--- config.mk ---
export PLATFORM = sky130hd
export DESIGN_NAME = sorted_list_priority_queue_flat
export DESIGN_NICKNAME = d
export VERILOG_FILES = /design/src/rtl/core/slpq_pkg.sv /design/src/rtl/core/slpq_if.sv /design/src/rtl/core/slpq_front.sv /design/src/rtl/core/slpq_back.sv /design/src/rtl/core/sorted_list_priority_queue.sv /design/src/flat_wrapper.sv
export SDC_FILE = /design/constraint.sdc
export NUM_CORES = 2
export LEC_CHECK = 0
export ABC_AREA = 1
export BUFFER_PORTS_ARGS = -buffer_cell sky130_fd_sc_hd__buf_2
export CAP_MARGIN = 20
export CELL_PAD_IN_SITES_DETAIL_PLACEMENT = 1
export CELL_PAD_IN_SITES_GLOBAL_PLACEMENT = 2
export CORE_ASPECT_RATIO = 1.4
export CORE_MARGIN = 2
export CORE_UTILIZATION = 38
export CTS_CLUSTER_SIZE = 28
export DETAILED_ROUTE_END_ITERATION = 16
export PLACE_DENSITY = 0.87
export SLEW_MARGIN = 0
export SYNTH_ARGS = -nofsm -noshare
export SYNTH_HDL_FRONTEND = slang
export SYNTH_SLANG_ARGS = --single-unit
--- constraint.sdc ---
create_clock -name i_clk -period 6.8 [get_ports i_clk]
set_input_delay 0.68 -clock i_clk [delete_from_list [all_inputs] [get_ports i_clk]]
set_output_delay 0.68 -clock i_clk [all_outputs]
set_load 0.05 [all_outputs]
--- src/rtl/core/slpq_pkg.sv ---
// Package for the sorted-list priority queue: widths, codes and shared types.
// No dependencies.
package slpq_pkg;
    localparam int Capacity = 16;
    localparam int IdxW     = $clog2(Capacity + 1);
    localparam int CntW     = $clog2(Capacity + 1);
    localparam int QDepth   = 2;

    typedef enum logic [1:0] {
        REQ_PUSH = 2'd0,
        REQ_POP  = 2'd1,
        REQ_TOP  = 2'd2,
        REQ_FIND = 2'd3
    } t_req;

    typedef enum logic [1:0] {
        ST_OK    = 2'd0,
        ST_EMPTY = 2'd1,
        ST_FULL  = 2'd2,
        ST_NOTF  = 2'd3
    } t_status;

    typedef enum logic [1:0] {
        ORD_LE = 2'd0,
        ORD_LT = 2'd1,
        ORD_GE = 2'd2,
        ORD_GT = 2'd3
    } t_order;

    typedef struct packed {
        logic [1:0]   req_type;
        logic [31:0]  elem;
        logic [31:0]  priority_req;
    } t_in_item;

    typedef struct packed {
        logic [1:0]   status;
        logic [31:0]  out_elem;
        logic [31:0]  out_priority;
        logic         is_empty;
        logic [4:0]   occupancy;
    } t_out_item;

    // New priority p goes before stored q under the given relation.
    function automatic logic comes_before(input logic [1:0] mode,
                                          input logic signed [31:0] p,
                                          input logic signed [31:0] q);
        logic r;
        case (mode)
            ORD_LE:  r = (p <= q);
            ORD_LT:  r = (p < q);
            ORD_GE:  r = (p >= q);
            default: r = (p > q);
        endcase
        return r;
    endfunction
endpackage

--- src/rtl/core/slpq_if.sv ---
// Valid/ready channel interfaces for the priority queue.
// Depends on slpq_pkg.
interface slpq_in_if;
    import slpq_pkg::*;
    logic     valid;
    logic     ready;
    t_in_item data;
    modport source (output valid, output data, input ready);
    modport sink   (input valid, input data, output ready);
endinterface

interface slpq_out_if;
    import slpq_pkg::*;
    logic      valid;
    logic      ready;
    t_out_item data;
    modport source (output valid, output data, input ready);
    modport sink   (input valid, input data, output ready);
endinterface

interface slpq_cfg_if;
    logic       valid;
    logic       ready;
    logic [1:0] data;
    modport source (output valid, output data, input ready);
    modport sink   (input valid, input data, output ready);
endinterface

--- src/rtl/core/slpq_front.sv ---
// Front end: accepts request transactions into a short queue.
// Depends on slpq_pkg and slpq_if.
module slpq_front (
    input  logic                  i_clk,
    input  logic                  i_rst_n,
    slpq_in_if.sink               i_req,
    input  logic                  i_take,
    output logic                  o_avail,
    output slpq_pkg::t_in_item    o_item
);
    import slpq_pkg::*;

    localparam int PW = $clog2(QDepth);

    t_in_item        r_mem [QDepth];
    logic [PW-1:0]   r_wp, r_rp;
    logic [PW:0]     r_cnt;
    logic            push_en, pop_en;

    assign i_req.ready = (r_cnt != (PW+1)'(QDepth));
    assign push_en     = i_req.valid && i_req.ready;
    assign o_avail     = (r_cnt != '0);
    assign pop_en      = i_take && o_avail;
    assign o_item      = r_mem[r_rp];

    // queue storage
    always_ff @(posedge i_clk) begin
        if (push_en) begin
            r_mem[r_wp] <= i_req.data;
        end
    end

    // pointers
    always_ff @(posedge i_clk) begin
        if (!i_rst_n) begin
            r_wp  <= '0;
            r_rp  <= '0;
            r_cnt <= '0;
        end else begin
            if (push_en) r_wp <= r_wp + 1'b1;
            if (pop_en)  r_rp <= r_rp + 1'b1;
            r_cnt <= r_cnt + (PW+1)'(push_en) - (PW+1)'(pop_en);
        end
    end

    a_cnt_bound: assert property (@(posedge i_clk) disable iff (!i_rst_n)
        r_cnt <= (PW+1)'(QDepth)) else $error("queue overfilled");
    a_no_under: assert property (@(posedge i_clk) disable iff (!i_rst_n)
        (r_cnt == '0) |-> !pop_en) else $error("queue underflow");
    a_full_stall: assert property (@(posedge i_clk) disable iff (!i_rst_n)
        (r_cnt == (PW+1)'(QDepth)) |-> !push_en) else $error("push when full");
endmodule

--- src/rtl/core/slpq_back.sv ---
// Back end: walks the node store and performs push, pop, top and lookup.
// Depends on slpq_pkg and slpq_if.
module slpq_back (
    input  logic                  i_clk,
    input  logic                  i_rst_n,
    input  logic [1:0]            i_order,
    input  logic                  i_avail,
    input  slpq_pkg::t_in_item    i_item,
    output logic                  o_take,
    output logic                  o_idle,
    slpq_out_if.source            o_res
);
    import slpq_pkg::*;

    localparam logic [IdxW-1:0] NIL = IdxW'(Capacity);
    localparam int AW = $clog2(Capacity);

    typedef enum logic [3:0] {
        S_IDLE = 4'b0001,
        S_WALK = 4'b0010,
        S_DONE = 4'b0100,
        S_OUT  = 4'b1000
    } t_state;

    t_state            r_state, n_state;
    logic [31:0]       r_elem_mem [Capacity];
    logic [31:0]       r_prio_mem [Capacity];
    logic [IdxW-1:0]   r_link [Capacity];
    logic [IdxW-1:0]   r_head, r_tail, r_free;
    logic [CntW-1:0]   r_count, r_steps;
    t_in_item          r_item;
    logic [IdxW-1:0]   r_cur, r_prev, r_node;
    logic              r_ovalid;
    t_out_item         r_out;
    t_out_item         r_res;
    logic [31:0]       rd_elem, rd_prio;
    logic              cur_ok, hit, full;
    logic [AW-1:0]     cur_a;

    assign cur_a   = r_cur[AW-1:0];
    assign cur_ok  = (r_cur < NIL) && (r_steps < CntW'(Capacity));
    assign full    = (r_count >= CntW'(Capacity)) || (r_free >= NIL);
    assign rd_elem = r_elem_mem[cur_a];
    assign rd_prio = r_prio_mem[cur_a];
    assign hit     = (r_item.req_type == REQ_PUSH)
                   ? comes_before(i_order, r_item.priority_req, rd_prio)
                   : (rd_elem == r_item.elem);

    assign o_take       = (r_state == S_IDLE) && i_avail;
    assign o_idle       = (r_state == S_IDLE) && !r_ovalid && !i_avail;
    assign o_res.valid  = r_ovalid;
    assign o_res.data   = r_res;

    always_comb begin
        n_state = r_state;
        case (r_state)
            S_IDLE:  if (i_avail) n_state = S_WALK;
            S_WALK:  if (r_item.req_type == REQ_POP || r_item.req_type == REQ_TOP
                         || (r_item.req_type == REQ_PUSH && full)
                         || !cur_ok || hit
                         || (r_item.req_type == REQ_FIND && r_steps >= r_count))
                         n_state = S_DONE;
            S_DONE:  n_state = S_OUT;
            S_OUT:   if (!r_ovalid || o_res.ready) n_state = S_IDLE;
            default: n_state = S_IDLE;
        endcase
    end

    // control, list pointers and result
    always_ff @(posedge i_clk) begin
        if (!i_rst_n) begin
            r_state  <= S_IDLE;
            r_head   <= NIL;
            r_tail   <= NIL;
            r_free   <= '0;
            r_count  <= '0;
            r_ovalid <= 1'b0;
            for (int i = 0; i < Capacity; i++) r_link[i] <= IdxW'(i + 1);
        end else begin
            r_state <= n_state;
            if (o_res.ready) r_ovalid <= 1'b0;
            case (r_state)
                S_IDLE: if (i_avail) begin
                    r_item  <= i_item;
                    r_cur   <= r_head;
                    r_prev  <= NIL;
                    r_steps <= '0;
                    r_out   <= '0;
                end
                S_WALK: begin
                    case (r_item.req_type)
                        REQ_PUSH: begin
                            if (full) begin
                                r_out.status <= ST_FULL;
                            end else if (!cur_ok || hit) begin
                                r_out.status <= ST_OK;
                                r_node <= r_free;
                                if (!cur_ok) r_cur <= NIL;
                            end else begin
                                r_prev  <= r_cur;
                                r_cur   <= r_link[cur_a];
                                r_steps <= r_steps + 1'b1;
                            end
                        end
                        REQ_FIND: begin
                            if (!cur_ok || r_steps >= r_count) begin
                                r_out.status       <= ST_NOTF;
                                r_out.out_priority <= '1;
                            end else if (hit) begin
                                r_out.status       <= ST_OK;
                                r_out.out_priority <= rd_prio;
                            end else begin
                                r_cur   <= r_link[cur_a];
                                r_steps <= r_steps + 1'b1;
                            end
                        end
                        default: begin
                            if (r_count == '0 || r_head >= NIL) begin
                                r_out.status <= ST_EMPTY;
                            end else begin
                                r_out.status       <= ST_OK;
                                r_out.out_elem     <= r_elem_mem[r_head[AW-1:0]];
                                r_out.out_priority <= r_prio_mem[r_head[AW-1:0]];
                            end
                        end
                    endcase
                end
                S_DONE: begin
                    if (r_item.req_type == REQ_PUSH && r_out.status == ST_OK) begin
                        r_free <= r_link[r_node[AW-1:0]];
                        r_link[r_node[AW-1:0]] <= r_cur;
                        if (r_prev >= NIL) r_head <= r_node;
                        else r_link[r_prev[AW-1:0]] <= r_node;
                        if (r_cur == NIL) r_tail <= r_node;
                        r_count <= r_count + 1'b1;
                    end else if (r_item.req_type == REQ_POP
                                 && r_out.status == ST_OK) begin
                        r_link[r_head[AW-1:0]] <= r_free;
                        r_free  <= r_head;
                        r_count <= r_count - 1'b1;
                        if (r_count == CntW'(1)) begin
                            r_head <= NIL;
                            r_tail <= NIL;
                        end else begin
                            r_head <= r_link[r_head[AW-1:0]];
                        end
                    end
                end
                S_OUT: if (!r_ovalid || o_res.ready) begin
                    r_ovalid           <= 1'b1;
                    r_res              <= r_out;
                    r_res.is_empty     <= (r_count == '0);
                    r_res.occupancy    <= 5'(r_count);
                end
                default: ;
            endcase
        end
    end

    // element and priority stores, written on a successful push
    always_ff @(posedge i_clk) begin
        if (r_state == S_DONE && r_item.req_type == REQ_PUSH
            && r_out.status == ST_OK) begin
            r_elem_mem[r_node[AW-1:0]] <= r_item.elem;
            r_prio_mem[r_node[AW-1:0]] <= r_item.priority_req;
        end
    end

    a_count_max: assert property (@(posedge i_clk) disable iff (!i_rst_n)
        r_count <= CntW'(Capacity)) else $error("count too large");
    a_empty_head: assert property (@(posedge i_clk) disable iff (!i_rst_n)
        (r_count == '0) |-> (r_head == NIL)) else $error("empty list has head");
    a_onehot: assert property (@(posedge i_clk) disable iff (!i_rst_n)
        $onehot(r_state)) else $error("state not one-hot");
    a_hold: assert property (@(posedge i_clk) disable iff (!i_rst_n)
        (r_ovalid && !o_res.ready) |=> $stable(r_res)) else $error("result changed");
endmodule

--- src/rtl/core/sorted_list_priority_queue.sv ---
// Top level of the sorted-list priority queue: front queue, back walker, config.
// Depends on slpq_pkg, slpq_if, slpq_front and slpq_back.
//
//  channel  dir  payload                                          handshake
//  i_req    in   req_type, elem, priority_req                     valid/ready
//  o_res    out  status, out_elem, out_priority, is_empty, occ.   valid/ready
//  i_cfg    in   order_mode                                       valid/ready
//
// Pop and top read only the list head; push and lookup walk the list one node
// per cycle in the back end, visiting at most Capacity nodes.
// Reset is synchronous and restores an empty list with the free chain in order.
// A two-entry request queue keeps accepting while a result waits on o_res.
module sorted_list_priority_queue (
    input  logic       i_clk,
    input  logic       i_rst_n,
    slpq_in_if.sink    i_req,
    slpq_out_if.source o_res,
    slpq_cfg_if.sink   i_cfg
);
    import slpq_pkg::*;

    logic [1:0] r_mode;
    logic       avail, take, idle;
    t_in_item   item;

    assign i_cfg.ready = 1'b1;

    // configuration register
    always_ff @(posedge i_clk) begin
        if (!i_rst_n) begin
            r_mode <= ORD_LE;
        end else if (i_cfg.valid) begin
            r_mode <= i_cfg.data;
        end
    end

    slpq_front u_front (
        .i_clk   (i_clk),
        .i_rst_n (i_rst_n),
        .i_req   (i_req),
        .i_take  (take),
        .o_avail (avail),
        .o_item  (item)
    );

    slpq_back u_back (
        .i_clk   (i_clk),
        .i_rst_n (i_rst_n),
        .i_order (r_mode),
        .i_avail (avail),
        .i_item  (item),
        .o_take  (take),
        .o_idle  (idle),
        .o_res   (o_res)
    );

    a_cfg_idle: assert property (@(posedge i_clk) disable iff (!i_rst_n)
        i_cfg.valid |-> idle) else $error("config while busy");
endmodule
--- src/flat_wrapper.sv ---
// flat-port wrapper written by rule: the top's interface ports become plain ports
module sorted_list_priority_queue_flat import slpq_pkg::*;
  (i_clk, i_rst_n, i_req_valid, i_req_data, i_req_ready, o_res_valid, o_res_data, o_res_ready, i_cfg_valid, i_cfg_data, i_cfg_ready);
  slpq_in_if i_req_i ();
  slpq_out_if o_res_i ();
  slpq_cfg_if i_cfg_i ();
  input  logic i_clk;
  input  logic i_rst_n;
  input wire logic [$bits(i_req_i.valid)-1:0] i_req_valid;
  input wire logic [$bits(i_req_i.data)-1:0] i_req_data;
  output wire logic [$bits(i_req_i.ready)-1:0] i_req_ready;
  output wire logic [$bits(o_res_i.valid)-1:0] o_res_valid;
  output wire logic [$bits(o_res_i.data)-1:0] o_res_data;
  input wire logic [$bits(o_res_i.ready)-1:0] o_res_ready;
  input wire logic [$bits(i_cfg_i.valid)-1:0] i_cfg_valid;
  input wire logic [$bits(i_cfg_i.data)-1:0] i_cfg_data;
  output wire logic [$bits(i_cfg_i.ready)-1:0] i_cfg_ready;
  assign i_req_i.valid = i_req_valid;
  assign i_req_i.data = i_req_data;
  assign i_req_ready = i_req_i.ready;
  assign o_res_valid = o_res_i.valid;
  assign o_res_data = o_res_i.data;
  assign o_res_i.ready = o_res_ready;
  assign i_cfg_i.valid = i_cfg_valid;
  assign i_cfg_i.data = i_cfg_data;
  assign i_cfg_ready = i_cfg_i.ready;
  sorted_list_priority_queue u_core (.i_clk(i_clk), .i_rst_n(i_rst_n), .i_req(i_req_i), .o_res(o_res_i), .i_cfg(i_cfg_i));
endmodule
==> metrics list <==
- Number of buffers inserted by port buffering: 146
- Clock tree synthesis inserted a total of 154 buffers.
* Fin Clk Skew: 56.1 ps
- The run finished with clean final reports.
- Required time of the critical path: 7340 ps
- All-Layer GR Usage: 0.268
* Post-synthesis cell area: 71,100 um^2
- Max-cap violation count: 0
- RePlAce Congestion: 0.875
- Once placement finished, the instance area stood at 74,300 um^2.
- 148 I/O pins were placed.
- Cells after Synth: 6,947
- Post-synthesis sequential area ratio: 0.627
- Measured along the x axis, the die boundary spans 370 um.
- The first detailed-routing pass took 6 iterations.
* Count of nets left with antenna violations after detail routing: 0
* Clock insertion delay at the later pin of the skew report: 840 ps
* Most common cell after layout, fill and taps aside: sky130_fd_sc_hd__edfxtp_1
- The number of antenna violations at the first check in global routing is 9.
* Internal Power: 18.1 mW
- Measured against its own limit, the worst slew margin works out to 0.240.
- When the netlist entered floorplanning its net count stood at 7,066.
* Core region area: 186,000 um^2
- Sequential Power Share: 0.422
* DRC violation count after routing: 0
* Critical Path Sink Type: flop
- CP startpoint kind: flop
- Final-layout setup total negative slack: 0 ps
- Overall via count from detail_route: 57,500
- Counting flops with a built-in enable in the synthesized netlist gives 1,460.
* Cell chosen for the clock root: sky130_fd_sc_hd__clkbuf_16
* RSZ-0062 raised after global routing: false
- In the final layout, flip-flops and latches occupy 44,600 um^2.
* DPL Wire Length: 149 mm
- Number of global-route vias before repair: 60,100
- At the worst endpoint, the arrival time is 6040 ps.
* Synthesis-stage register bit count: 1,498
- The worst setup path is of the reg2reg kind.
- Synthesized area per cell: 10.2 um^2
- Buffers added to address setup during post-CTS repair amount to 0.
* Final Critical Period: 5490 ps
- Die H: 516 um
- Cell class contributing the biggest share of worst-path delay: simple AND/OR/NAND/NOR gates
- After global routing the overflow that remains totals 0.
- After filler insertion, the fill cell instance count of the layout stands at 20,400.
- In the final layout, the share of cells above drive strength 1 is 0.0866.
* Clock share of power: 0.317
- Counting tap cells, the placed design contains a total of 9,149 instances.
* CP cell instances: inv_8 -> o21ai_0 -> o221ai_1 -> nand3_1 -> nand2_1 -> inv_1 -> ha_1 -> nand2_1 -> nor2_1 -> nand2_1 -> nand3_1 -> a21oi_1 -> nand2_1 -> nand2_1 -> nand2_1 -> nand2_1 -> nand3_1 -> nand2_1 -> nand4_1 -> o211ai_1 -> inv_2 -> buf_12
- Share of the clock period used by the worst path: 0.808
- The first global-routing pass estimated 382 mm of wire.
- The count of cells in the finished layout, fillers not included, comes to 9,483.
* Post-route cell area: 80,000 um^2
- The initial utilization of the core area, before any placement, comes to 0.383.
- After clock tree synthesis, the clock-pin slew on the worst setup and hold paths is 70 ps.
- The worst-case IR drop observed on VDD is 0.287 mV.
* Switching power share of the total: 0.355
* CTS tree: built
- Net total in the final layout: 7,013
- The min-delay analysis places its worst path in the category in2reg.
- Summed over all nets, the switching power comes to 9.93 mW.
- Clk buf depth: 3
- In this run, the number of DRC markers left after iteration 0 of detailed routing was 5,685.
- Cell area power density: 350 nW/um^2
- Wire length after detailed routing: 262 mm
- Clock net sink count: 1,498
* Number of vias per cell after detailed routing: 6.06
- Synth cell types: 48
- The H-tree generated during clock tree synthesis spans 4 levels.
- The final max-slew violation count was 0.
- The share of total power dissipated in combinational logic is 0.261.
* Most used cell along the critical path: sky130_fd_sc_hd__nand2_1
* Async S/R FF share, synth: 0
- The most used flip-flop cell after synthesis is sky130_fd_sc_hd__edfxtp_1.
* Lkg Pwr: 27.6 nW
- In this run the worst path has a maximum fanout of 137.
- Synth warn: 0
* Cell type of the slowest stage on the worst timing path: sky130_fd_sc_hd__inv_8
* Fmax: 0.182 GHz
- Die area: 191,000 um^2
- The count of endpoints failing hold in the final timing report is 0.
* Average routed wire per standard cell: 27.6 um
* Number of cell rows: 187
- Area added between synthesis and finish: 12.5%
- Area of the multi-input gates: 22,500 um^2
* Max stage delay on crit path: 620 ps
- Largest net degree at the start of global routing: 189
* Tightest Pin Transition: 1140 ps
* Commonest cells after routing, fill and taps aside: 1,460 x sky130_fd_sc_hd__edfxtp_1, 1,032 x sky130_fd_sc_hd__o21ai_0, 834 x sky130_fd_sc_hd__nand2_1, 733 x sky130_fd_sc_hd__nor2_1, 612 x sky130_fd_sc_hd__nand3_1
- Combined buffer and inverter count along the critical path: 4
- Final setup fails: 0
==> kinds of logic (layout without fill, tap and decap cells) <==
kind of cell	count (synthesis)	after routing	share of synthesized area
adder cells (fa/ha/maj)	46	46	0.00809
flip-flops	1498	1498	0.627
buffers and inverters	1029	1102	0.0587
XOR/XNOR	4	4	0.000493
other	1	7	0.0000527
AND/OR/NAND/NOR	2272	2272	0.134
AO/OA/AOI/OAI	2097	2097	0.172
==> power groups by stage <==
stage	registers, mW	logic (mW)	clock network [mW]
4_1_cts	11.8	7.24	9.01
3_3_place_gp	12.0	6.98	0
3_5_place_dp	12.0	7.18	0
2_1_floorplan	11.6	4.73	0
5_1_grt	11.9	7.92	9.32
6_report	11.8	7.31	8.89
==> flip-flops by register name, indices dropped and copies added (netlist names), 66 cells and up, named ones only <==
register,flops
u_core.u_back.r_elem_mem,512
u_core.u_back.r_prio_mem,512
u_core.u_front.r_mem,132
u_core.u_back.r_link,80
u_core.u_back.o_res.data,72
u_core.u_back.r_item,66
u_core.u_back.r_out,66
==> synthesized netlist by cell type (20+ instances only) <==
cell type,n,area share
sky130_fd_sc_hd__o22ai_1,74,0.0065
sky130_fd_sc_hd__edfxtp_1,1460,0.62
sky130_fd_sc_hd__buf_1,64,0.0034
sky130_fd_sc_hd__inv_1,487,0.026
sky130_fd_sc_hd__a32o_1,26,0.0037
sky130_fd_sc_hd__nor2_1,751,0.040
sky130_fd_sc_hd__o211ai_1,219,0.023
sky130_fd_sc_hd__o21ai_1,38,0.0027
sky130_fd_sc_hd__buf_6,23,0.0036
sky130_fd_sc_hd__ha_1,46,0.0081
sky130_fd_sc_hd__o211ai_2,20,0.0035
sky130_fd_sc_hd__buf_2,67,0.0047
sky130_fd_sc_hd__o221ai_1,166,0.020
sky130_fd_sc_hd__o21ai_0,1032,0.073
sky130_fd_sc_hd__dfxtp_1,38,0.011
sky130_fd_sc_hd__clkbuf_1,365,0.019
sky130_fd_sc_hd__nand3_1,612,0.043
sky130_fd_sc_hd__a21oi_1,477,0.034
sky130_fd_sc_hd__nand2_1,834,0.044
==> stage by stage <==
step                      power (mW)  hold WS, ps  setup slack, ps   util
after floorplan                 16.3          400              190      -
after global placement          18.9          402             1470  0.400
after detailed placement        19.2          405             1410  0.400
after CTS                       28.0      0.00766             1380  0.430
after global routing            29.1         12.7              963  0.431
final                           28.0         35.4             1310  0.431
==> final timing paths <==
kind | start | endpoint | slack [ps] | cells past startpoint
max reg2reg | flop | u_core.u_back.r_out[28] | 1310 | 22
min reg2reg | u_core.u_back.r_out[32] | u_core.u_back.o_res.data[32] | 410 | 0
max | flop | u_core.u_back.r_out[28] | 1310 | 22
min | i_req_data[23] | u_core.u_front.r_mem[0][23] | 40 | 1
==> timing repair <==
item | CTS | global route
endpoints found under the hold margin | 86 | 0
hold buffers | 44 | 0
resized for setup | 0 | 0
==> per-layer routing <==
layer / global-route usage / routed length [um] / up-vias
li1: - / - / 25000
met1: 0.319 / 99300 / 29200
met2: 0.460 / 129000 / 2510
met3: 0.0431 / 18100 / 778
met4: 0.151 / 15500 / 4
met5: 0 / 32 / -
==> cell type report <==
type / instances / share of cell area
sequential: 1498 / 0.558
multi-input combinational: 4420 / 0.281
clock buffer: 183 / 0.0502
tap: 2457 / 0.0384
timing repair buffer: 322 / 0.0332
inverter: 498 / 0.0239
clock inverter: 99 / 0.0150
antenna: 6 / 0.000188
Note: power is estimated with default switching activity, not from simulation.
